`src/design/assert_macros.svh`:
```
// Assertion macros used by the allocator design file.
`ifndef ASSERT_MACROS_SVH
`define ASSERT_MACROS_SVH

// The consequent must hold in the same cycle as the antecedent.
`define ASSERT_IMPLIES(name, clk, rst, ante, cons) \
   name: assert property (@(posedge clk) disable iff (rst) (ante) |-> (cons)) \
      else $error("assertion failed");

// The consequent must hold in the cycle after the antecedent.
`define ASSERT_NEXT(name, clk, rst, ante, cons) \
   name: assert property (@(posedge clk) disable iff (rst) (ante) |=> (cons)) \
      else $error("assertion failed");

`endif

```
`src/design/bffa_pkg.sv`:
```
package bffa_pkg;

   localparam int WORD_BITS           = 32;
   localparam int BIT_IDX_W           = 5;
   localparam int BITMAP_BITS_DEFAULT = 8192;
   localparam int NUM_W               = 14;

   localparam logic [NUM_W-1:0] OBJECT_COUNT_RESET = 14'd8192;

   localparam logic CMD_ALLOC = 1'b0;
   localparam logic CMD_FREE  = 1'b1;

   typedef enum logic [1:0] {
      STATUS_OK           = 2'd0,
      STATUS_NONE_FREE    = 2'd1,
      STATUS_RANGE        = 2'd2,
      STATUS_ALREADY_FREE = 2'd3
   } status_type;

   typedef struct packed {
      logic rd_en;
      logic wr_en;
   } ram_ctl_type;

endpackage

```
`src/design/bffa_find_first.sv`:
```
module bffa_find_first
   import bffa_pkg::*;
(
   input  logic [WORD_BITS-1:0] vec,
   output logic                 found,
   output logic [BIT_IDX_W-1:0] index
);

   logic [WORD_BITS-1:0] lowest;

   always_comb begin
      lowest = vec & (~vec + WORD_BITS'(1));
      index  = '0;
      for (int i = 0; i < WORD_BITS; i++) begin
         if (lowest[i]) begin
            index = index | BIT_IDX_W'(i);
         end
      end
   end

   assign found = |vec;

endmodule

```
`config.mk`:
```
export PLATFORM = sky130hd
export DESIGN_NAME = bffa_find_first
export DESIGN_NICKNAME = d
export VERILOG_FILES = /design/src/design/assert_macros.svh /design/src/design/bffa_pkg.sv /design/src/design/bffa_find_first.sv
export SDC_FILE = /design/constraint.sdc
export NUM_CORES = 1
export LEC_CHECK = 0
export ABC_CLOCK_PERIOD_IN_PS = 2510
export BUFFER_PORTS_ARGS = -buffer_cell sky130_fd_sc_hd__buf_2
export CAP_MARGIN = 10
export CORE_AREA = 3 3 53 55
export DETAILED_ROUTE_END_ITERATION = 12
export DIE_AREA = 0 0 56 58
export SKIP_LAST_GASP = 1
export SYNTH_ARGS = -nofsm -noshare
export SYNTH_HDL_FRONTEND = slang
export SYNTH_SLANG_ARGS = --single-unit
```
`constraint.sdc`:
```
create_clock -name vclk -period 2.51
set_clock_uncertainty 0.2 [all_clocks]
set_input_delay 0.502 -clock vclk [all_inputs]
set_output_delay 0.502 -clock vclk [all_outputs]
set_load 0.05 [all_outputs]
```
==> summary.md <==
| Metric | Value |
|---|---|
| Vias per cell | `5.19` |
| Max_cap viols | `0` |
| F_max | `362 MHz` |
| Critical path's largest stage delay | `0.58 ns` |
| Tot GR Track Use | `0.148` |
| I/O Buffers | `38` |
| Nets@finish | `210` |
| Critical Path AT | `2.06 ns` |
| Worst min-delay path class | `in -> out` |
| Cell depth of the worst setup path | `7` |
| Seq Cell Count | `0` |
| Buf/Inv on CP | `2` |
| Vias in the first global route | `998` |
| Critical-path top delay cell | `or4_4` |
| Hold Vio Cnt, Final | `0` |
| DRC viols | `0` |
| Final core utilization | `0.566` |
| RSZ-0062 raised after global routing | `true` |
| Crit Path Class | `in -> out` |
| Worst EP required | `1.81 ns` |
| Setup violations, final | `6` |
| Crit path cell chain | `buf_6 -> or4_4 -> nor4b_4 -> nand2_1 -> a21bo_1 -> nand4b_1 -> buf_6` |
| Power per cell area | `121 mW/mm^2` |
| Post-synthesis net count | `120` |
| # hold bufs at CTS | `0` |
| Layout cells sized above 1 | `0.625` |
| Failing checks | `setup timing` |
| Sequential Area | `0 sq um` |
| Area grow syn2layout | `137%` |
| WL/cell | `12.5 um` |
| Num rows | `18` |
| Tot Pwr | `0.166 mW` |
| CORE AREA | `0.00243 sq mm` |
| Ant. Diodes | `0` |
| Switch share | `0.461` |
| Die Area | `0.00325 sq mm` |
| Internal Pwr Total | `0.0897 mW` |
| Post-route minimum period | `2.76 ns` |
| Final WL | `2570 um` |
| Logic pwr share | `1.000` |
| Largest net degree at the start of global routing | `9` |
| Initial DRC count | `29` |
| Post-synthesis cell area | `582 sq um` |
| Number of distinct library cells after synthesis | `39` |
| Status | `complete, but fails checks` |
| HPWL Detailed | `2120 um` |
| Antenna Nets Post-Route | `0` |
| Pins Over Slew Limit | `0` |
| Setup TNS | `-0.964 ns` |
| Lkg Pwr | `0.637 nW` |
| Routed vias | `1069` |
| Fill cells | `242` |
| Total gr overflow | `0` |
| CP top delay family | `simple AND/OR/NAND/NOR gates` |
| Die Height | `58 um` |
| Syn Area/Cell | `6.61 sq um` |
| Initial antenna violation count | `0` |
| Worst setup margin | `-0.253 ns` |
| CP endpoint kind | `output port` |
| Peak supply drop | `0.0762 mV` |
| Power share of the clock group | `0` |
| First-pass GRT wire length | `4120 um` |
| Seq pwr share | `0` |
| Ports | `38` |
| Crit Path Max Fanout | `3` |
| Die X-Extent | `56 um` |
| Syn. warnings | `0` |
| Crit share post-route | `1.10` |
| First drt pass iteration count | `4` |
| Gate Count Post-Synth | `88` |
| Sequential area share after synthesis | `0` |
| Initial Util | `0.239` |
| Hold Crit Depth | `4` |
| CP startpoint kind | `input pin` |
| Sw Pwr | `0.0767 mW` |
| Clock buffer cells | `0` |
| Most used cell, CP | `buf_6` |
| Worst slew margin | `0.729` |
| Worst Max-Slew Pin Slew | `0.403 ns` |
| Gpl congestion | `0.893` |
-- per-stage QoR --
stage / setup WS [ns] / std cells / hold WS [ns] / instance area, sq um
6_report: -0.253 / 206 / 1.15 / 1380
5_1_grt: -0.291 / 206 / 1.17 / 1380
4_1_cts: -0.193 / 200 / 1.15 / 1260
3_5_place_dp: -0.345 / 200 / 1.25 / 1170
3_3_place_gp: -0.300 / 200 / 1.25 / 1170
2_1_floorplan: -0.201 / 88 / 1.11 / 612
-- power by group through the flow --
stage | Sequential, mW | Combinational, mW | Clock (mW)
after floorplan | 0 | 0.0475 | 0
after global placement | 0 | 0.141 | 0
after detailed placement | 0 | 0.144 | 0
after CTS | 0 | 0.155 | 0
after global routing | 0 | 0.180 | 0
final | 0 | 0.166 | 0
-- per-layer routing --
layer / GRT usage / part of all wire
met1: 0.172 / 0.42
met2: 0.285 / 0.51
met4: 0.0271 / 0.017
met3: 0.0245 / 0.053
met5: 0 / 0
-- cell usage after synthesis, drive strengths merged (3+ instances only) --
master,number,area share
nand2b,3,0.032
nand2,7,0.045
nand3,4,0.034
nor4,7,0.12
nor2b,3,0.032
or3,3,0.032
nor2,13,0.088
o21bai,3,0.039
nor3,5,0.062
a21oi,5,0.043
inv,5,0.032
-- layout by cell type, fill, tap and decap left out, types with 2 or more instances in the layout --
cell       n
a21oi_1    4
a41oi_1    2
and3_1     2
buf_2     25
buf_4     49
buf_6     12
buf_8      2
inv_1      5
nand2_1    7
nand2b_1   3
nand3_2    3
nor2_1    12
nor2b_1    3
nor3_1     4
nor4_1     3
nor4_4     4
o21bai_1   3
o32ai_1    2
or2_2      2
or3_1      2
or4_4      2
-- logic make-up (layout without fill, tap and decap cells) --
family / Yosys count / after routing / share of synthesized area
and+or+nand+nor: 58 / 58 / 0.645
AOI/OAI and AO/OA: 25 / 25 / 0.323
buffers and inverters: 5 / 93 / 0.0323
-- area by class of cell --
cell class / instances / area, sq um / area share
well taps: 30 / 37.5 / 0.0272
multi-input cells: 83 / 663 / 0.481
repair buffers: 88 / 658 / 0.478
inverters: 5 / 18.8 / 0.0136
-- worst paths after layout --
path                 from        to  slack, ns
setup / recovery  vec[21]  index[1]      -0.25
hold / removal    vec[31]     found       1.15
-- repair_timing --
item	in CTS	in global routing
pin swaps	9	9
endpoints found under the setup margin	6	6
resized for setup	21	17
setup buffers	1	6
Note: power is estimated with default switching activity, not from simulation.
